## config.mk

```make
export PLATFORM = sky130hd
export DESIGN_NAME = snc_line_store
export DESIGN_NICKNAME = d
export VERILOG_FILES = /design/src/design/snc_pkg.sv /design/src/design/snc_line_store.sv
export SDC_FILE = /design/constraint.sdc
export NUM_CORES = 2
export LEC_CHECK = 0
export BUFFER_PORTS_ARGS = -buffer_cell sky130_fd_sc_hd__buf_2
export CAP_MARGIN = 30
export CORE_MARGIN = 1.5
export CORE_UTILIZATION = 43
export DETAILED_ROUTE_END_ITERATION = 16
export PLACE_DENSITY = 0.56
export SETUP_SLACK_MARGIN = 0.1
export SYNTH_ARGS = -nofsm -noshare
export SYNTH_HDL_FRONTEND = slang
export SYNTH_SLANG_ARGS = --single-unit
export TNS_END_PERCENT = 30
```

## constraint.sdc

```tcl
create_clock -name aclk -period 53.9 [get_ports aclk]
set_input_delay 2.695 -clock aclk [delete_from_list [all_inputs] [get_ports aclk]]
set_output_delay 2.695 -clock aclk [all_outputs]
set_load 0.02 [all_outputs]
```

## src/design/snc_pkg.sv

```systemverilog
// Shared types, constants and the neighborhood classifier for the skeleton node classifier.
// Depends on nothing; imported by snc_line_store, skeleton_node_classifier_3x3 and the testbench.
`default_nettype none

package snc_pkg;

    // Default maximum padded image width (depth of the line store).
    localparam int MAX_WIDTH_DEF = 2048;

    // Configuration register widths and port widths.
    localparam int FRAME_W_W  = 12;
    localparam int FRAME_H_W  = 16;
    localparam int CFG_DATA_W = 16;
    localparam int CFG_IDX_W  = 2;

    // Configuration register indexes.
    localparam logic [CFG_IDX_W-1:0] CFG_FRAME_WIDTH  = 2'd0;
    localparam logic [CFG_IDX_W-1:0] CFG_FRAME_HEIGHT = 2'd1;

    // Reset values of the frame size registers.
    localparam logic [FRAME_W_W-1:0] FRAME_WIDTH_RST  = 12'd2048;
    localparam logic [FRAME_H_W-1:0] FRAME_HEIGHT_RST = 16'd2048;

    // Output rank codes.
    typedef enum logic [2:0] {
        RANK_NONE      = 3'd0,
        RANK_ENDPOINT  = 3'd1,
        RANK_BRANCH    = 3'd2,
        RANK_JUNCTION3 = 3'd3,
        RANK_JUNCTION4 = 3'd4,
        RANK_HOLLOW    = 3'd5
    } rank_t;

    // Hit-or-miss masks; neighbor bit 7 is top-left, then clockwise to bit 0 (left).
    localparam logic [7:0] MASK_EDGES     = 8'b0101_0101;
    localparam logic [7:0] MASK_END_HIT   = 8'b0100_0000;
    localparam logic [7:0] MASK_END_MISS  = 8'b0001_1111;
    localparam logic [7:0] MASK_J3A_HIT   = 8'b1010_0100;
    localparam logic [7:0] MASK_J3A_MISSA = 8'b0101_0001;
    localparam logic [7:0] MASK_J3_MISSB  = 8'b0100_1010;
    localparam logic [7:0] MASK_J3B_HIT   = 8'b0001_0101;
    localparam logic [7:0] MASK_CORNERS   = 8'b1010_1010;
    localparam logic [7:0] MASK_J4_BLOCK  = 8'b0001_1100;

    // Rank of one window: center bit and its eight neighbors.
    function automatic rank_t classify(input logic center, input logic [7:0] nb);
        logic [15:0] dbl;
        logic [7:0]  rot;
        logic        found;
        rank_t       rank;
        dbl   = {nb, nb};
        found = 1'b0;
        rank  = RANK_BRANCH;
        if (!center) begin
            rank  = ((nb & MASK_EDGES) == MASK_EDGES) ? RANK_HOLLOW : RANK_NONE;
            found = 1'b1;
        end else if (nb == 8'd0) begin
            rank  = RANK_ENDPOINT;
            found = 1'b1;
        end
        // The eight rotations are tested in order; the first hit wins.
        for (int s = 0; s < 8; s++) begin
            rot = 8'((dbl << s) >> 8);
            if (!found) begin
                if (((rot & MASK_END_HIT) == MASK_END_HIT) &&
                    ((rot & MASK_END_MISS) == 8'd0)) begin
                    rank  = RANK_ENDPOINT;
                    found = 1'b1;
                end else if (((rot & MASK_J3A_HIT) == MASK_J3A_HIT) &&
                             (((rot & MASK_J3A_MISSA) == 8'd0) ||
                              ((rot & MASK_J3_MISSB) == 8'd0))) begin
                    rank  = RANK_JUNCTION3;
                    found = 1'b1;
                end else if (((rot & MASK_J3B_HIT) == MASK_J3B_HIT) &&
                             ((rot & MASK_J3_MISSB) == 8'd0)) begin
                    rank  = RANK_JUNCTION3;
                    found = 1'b1;
                end
            end
        end
        // Four-way junctions: a plus, a cross or a filled lower block.
        if (!found) begin
            if ((((nb & MASK_CORNERS) == MASK_CORNERS) && ((nb & MASK_EDGES) == 8'd0)) ||
                (((nb & MASK_EDGES) == MASK_EDGES) && ((nb & MASK_CORNERS) == 8'd0)) ||
                ((nb & MASK_J4_BLOCK) == MASK_J4_BLOCK)) begin
                rank = RANK_JUNCTION4;
            end
        end
        return rank;
    endfunction

endpackage

`default_nettype wire

```

## src/design/snc_line_store.sv

```systemverilog
// Two-row line store: one synchronous memory holding the upper and middle row bits per column.
// Depends on snc_pkg; clears itself after reset, one column per cycle.
`default_nettype none

module snc_line_store
    import snc_pkg::*;
#(
    parameter int MAX_WIDTH = MAX_WIDTH_DEF,
    parameter int AW        = $clog2(MAX_WIDTH)
) (
    input  wire logic          aclk,
    input  wire logic          aresetn,
    input  wire logic          rd_en,
    input  wire logic [AW-1:0] rd_addr,
    output logic      [1:0]    rd_data,
    input  wire logic          wr_en,
    input  wire logic [AW-1:0] wr_addr,
    input  wire logic [1:0]    wr_data,
    output logic               busy
);

    // Bit 1 is the upper row, bit 0 the middle row.
    logic [1:0]    line_mem [MAX_WIDTH];
    logic [1:0]    rd_data_reg;
    logic          clearing_reg;
    logic          clearing_next;
    logic [AW-1:0] clr_addr_reg;
    logic [AW-1:0] clr_addr_next;

    // Clearing sweep after reset.
    always_comb begin
        clearing_next = clearing_reg;
        clr_addr_next = clr_addr_reg;
        if (clearing_reg) begin
            if (clr_addr_reg == AW'(MAX_WIDTH - 1)) begin
                clearing_next = 1'b0;
            end else begin
                clr_addr_next = clr_addr_reg + AW'(1);
            end
        end
    end

    always_ff @(posedge aclk) begin
        if (!aresetn) begin
            clearing_reg <= 1'b1;
            clr_addr_reg <= '0;
        end else begin
            clearing_reg <= clearing_next;
            clr_addr_reg <= clr_addr_next;
        end
    end

    // Memory: one write port, one registered read port.
    always_ff @(posedge aclk) begin
        if (clearing_reg) begin
            line_mem[clr_addr_reg] <= 2'b00;
        end else if (wr_en) begin
            line_mem[wr_addr] <= wr_data;
        end
        if (rd_en) begin
            rd_data_reg <= line_mem[rd_addr];
        end
    end

    assign rd_data = rd_data_reg;
    assign busy    = clearing_reg;

    // The user side must stay off the memory while it is being cleared.
    a_no_read_while_clearing : assert property (@(posedge aclk) disable iff (!aresetn)
        clearing_reg |-> !rd_en)
        else $error("line store read during clearing pass");

    a_no_write_while_clearing : assert property (@(posedge aclk) disable iff (!aresetn)
        clearing_reg |-> !wr_en)
        else $error("line store write during clearing pass");

    // A read and a write in one cycle never target the same column.
    a_no_same_column : assert property (@(posedge aclk) disable iff (!aresetn)
        (rd_en && wr_en) |-> (rd_addr != wr_addr))
        else $error("line store read and write collide on one column");

endmodule

`default_nettype wire

```

==> out/qor.csv <==
stage,metric,value,unit
synthesis,warnings from Yosys,0,
drt,DRT Pass-1 Iters,7,
synthesis,Post-synth EDFFs,4098,
synthesis,post-synth top area share,73.0,%
pwr,peak supply drop,0.0000270,V
worst_setup_path,Setup crit start,rd_addr[0],
floorplan,# rows,229,
floorplan,die height,629,µm
place,hpwl dp,311000,µm
floorplan,# IOs,31,
synthesis,Post-Syn Instances,10206,
pwr,total leakage power,62.6,nW
min_path,worst hold path stage count,2,
drt,drt wl/cell,33.1,µm
run,maxcap violations,0,
floorplan,die area,396000,µm²
worst_setup_path,Crit Path Max Fanout,103,
clock_network,CTS tree,done,
sta,Slew Limit Fails,0,
drt,1st-iter DRT viols,12953,
synthesis,"Net Count, Synth",10235,
clock_network,CTS Buf Count,430,
global_routing,Congestion Overflow GR,0,
drt,DRT Wirelength,523000,µm
min_path,worst hold path class,reg2reg,
clock_network,clk slew on worst S/H paths,0.06,ns
synthesis,cells taking the most area after synthesis,"edfxtp_1 (73%), mux4_2 (8.9%), nor2_1 (5.0%), mux2i_1 (4.6%), o221ai_1 (1.3%)",
finish,register area,123000,µm²
sta,Max-slew headroom,15.4,%
worst_setup_path,Reg-to-Reg End,line_mem[854][0]$_DFFE_PP_,
finish,Post-layout nets,10254,
worst_setup_path,nature of the critical path startpoint,primary input,
clock_network,CTS sink cnt,4110,
synthesis,Synth area leader,edfxtp_1,
finish,fill count,32502,
sta,worst clock skew,0.0542,ns
sta,Peak Freq,105,MHz
sta,hold violation total from the final report,0,
synthesis,post-synthesis sequential area ratio,73.1,%
worst_setup_path,Setup CP Type,in2reg,
finish,max reg flops,4096,
clock_network,clock root buffer,clkbuf_16,
clock_network,clock buffer depth,4,
synthesis,"flops & latches, synth",4110,
clock_network,# hold bufs at CTS,0,
synthesis,"Async S/R FF share, synth",0,%
outcome,status,finished clean,
clock_network,clk_lat worst skew,0.97,ns
clock_network,Setup Buffers After CTS,0,
drt,Post-DRT Antenna Nets,0,
synthesis,Post-Synthesis Cell Area,169000,µm²
synthesis,Synth cell types,69,
pwr,P per Cell Area,34.9,nW/µm²
global_routing,largest net degree at the start of global routing,254,
place,routability cong.,0.845,
global_routing,Global Route Usage Sum,26.0,%
floorplan,CORE AREA,390000,µm²
synthesis,syn avg cell area,16.5,µm²
sta,actual slew at the worst max-slew pin,1.27,ns
worst_setup_path,crit end category,flop,
sta,"Min Clock Period, post-route",9.53,ns
worst_setup_path,"reg-to-reg slack, setup",48.01,ns
drt,Via density,6.16,
drt,# DRC,0,
finish,share of cells above drive strength 1,16.7,%
finish,Area Overhead vs Synth,12.6,%
worst_setup_path,Arrival @ worst endpoint,10.34,ns
sta,RSZ-0062 raised after global routing,false,
global_routing,vias in the first global route,97958,
sta,Setup TNS,0,ns
global_routing,first-pass GRT wire length,734000,µm
place,port buffer count,30,
sta,final setup violation count,0,
finish,fin util,48.7,%
worst_setup_path,FF-to-FF Start,busy$_SDFF_PN1_,
worst_setup_path,Critical path destination,rd_data[0]$_DFFE_PP_,
clock_network,total number of H-tree levels,5,
finish,area occupied by multi-input gates,41700,µm²
worst_setup_path,cells on worst reg2reg path,9,
synthesis,Synth Flop Type,edfxtp_1,
floorplan,Initial Util,43.3,%
sta,crit share post-route,17.7,%
worst_setup_path,required time worst endpoint,54.72,ns
drt,DR vias,97209,
clock_network,cells resized by post-CTS repair,0,
floorplan,die width,629,µm
global_routing,initial antenna violation count,38,
## Yosys cell counts, drive strengths merged (23+ instances only)
library cell / number
mux4: 663
o221ai: 248
and2: 38
a211oi: 44
mux2i: 780
o31ai: 24
nor4: 85
a21oi: 128
nand2: 215
edfxtp: 4098
o22ai: 171
nor3: 166
o21ai: 106
buf: 310
nand3: 78
nor2: 2236
a2111oi: 38
nand4: 31
clkbuf: 519
a31oi: 23
## where the power goes
part | switching, mW | total [mW] | leakage (nW) | internal [mW]
sequential | 0.00135 | 3.46 | 40.9 | 3.46
clock | 1.24 | 2.90 | 6.66 | 1.65
combinational | 0.174 | 0.264 | 15.0 | 0.0895
total | 1.42 | 6.62 | 62.6 | 5.20
## stage by stage
step | cells | worst slack, ns | total power, mW | area (µm²) | hold WS (ns)
after global routing | 15785 | 43.79 | 6.78 | 190000 | 0.597
after detailed placement | 14975 | 43.30 | 3.79 | 176000 | 0.556
after floorplan | 10206 | 19.35 | 3.69 | 169000 | 0.501
after CTS | 15769 | 44.35 | 6.65 | 189000 | 0.566
after global placement | 14897 | 43.40 | 3.79 | 174000 | 0.535
final | 15792 | 44.37 | 6.62 | 190000 | 0.570
## placed cells by master (no fill, tap or decap), types with 17 or more instances in the layout
cell type / Yosys / routed
edfxtp_1: 4098 / 4098
nor2_1: 2236 / 2228
mux2i_1: 780 / 780
mux4_2: 663 / 663
clkbuf_16: 0 / 439
buf_4: 55 / 286
o221ai_1: 248 / 248
nand2_1: 215 / 212
o22ai_1: 171 / 171
nor3_1: 166 / 160
a21oi_1: 128 / 128
clkinv_1: 2 / 124
o21ai_0: 106 / 105
clkinv_2: 0 / 84
nor4_1: 85 / 82
clkbuf_1: 519 / 72
buf_16: 0 / 62
nand3_1: 78 / 46
a211oi_1: 44 / 43
and2_1: 38 / 36
bufinv_16: 0 / 35
nand3_4: 0 / 32
nand4_1: 31 / 31
buf_2: 49 / 30
a2111oi_0: 38 / 29
a31oi_1: 23 / 23
o31ai_1: 24 / 23
buf_12: 1 / 18
o32ai_1: 17 / 17
## worst max-delay path, stage by stage
cell	delay, ns
buf_12	0.30
buf_4	0.68
buf_4	0.66
buf_4	0.72
buf_12	0.55
buf_12	0.63
buf_4	0.76
buf_4	0.84
mux2i_1	0.17
o221ai_1	0.35
o311ai_0	0.26
o41ai_1	0.46
nand3_1	0.27
nand3_1	0.33
nand4_1	0.13
nand4_1	0.15
## worst min-delay path by stage
| stage | from | end | slack [ns] |
|---|---|---|---|
| final | clr_addr_reg[10]$_SDFFE_PN0P_ | clr_addr_reg[10]$_SDFFE_PN0P_ | 0.57 |
| after global routing | clr_addr_reg[10]$_SDFFE_PN0P_ | clr_addr_reg[10]$_SDFFE_PN0P_ | 0.60 |
| after CTS | clr_addr_reg[10]$_SDFFE_PN0P_ | clr_addr_reg[10]$_SDFFE_PN0P_ | 0.57 |
| after detailed placement | clr_addr_reg[10]$_SDFFE_PN0P_ | clr_addr_reg[10]$_SDFFE_PN0P_ | 0.56 |
| after global placement | clr_addr_reg[10]$_SDFFE_PN0P_ | clr_addr_reg[10]$_SDFFE_PN0P_ | 0.53 |
| after floorplan | clr_addr_reg[10]$_SDFFE_PN0P_ | clr_addr_reg[10]$_SDFFE_PN0P_ | 0.50 |
## cell type report
class	count	share of cell area (%)
sequential	4110	65.0
tap	5197	3.43
antenna	8	0.0105
clock inverter	283	1.25
inverter	10	0.0277
multi-input combinational	5257	22.0
clock buffer	511	5.93
timing repair buffer	416	2.44
## layer usage
layer / track usage [%] / part of all wire [%] / vias to the layer above
met2: 41.6 / 47 / 4993
met5: 0 / 0.015 / -
met3: 4.52 / 9.5 / 931
met4: 9.19 / 4.1 / 12
met1: 35.9 / 39 / 51246
li1: - / - / 40027
## kinds of logic (layout without fill, tap and decap cells)
logic type	after synthesis	after routing	synth area share, %
flops	4110	4110	73.1
compound gates	861	861	3.61
fa+ha+maj	1	1	0.00742
mux	1459	1459	13.6
buf+inv	839	1220	2.52
other cells	0	8	0
xor+xnor	9	9	0.0468
simple gates	2927	2927	7.09
(Power assumes the default switching activity.)
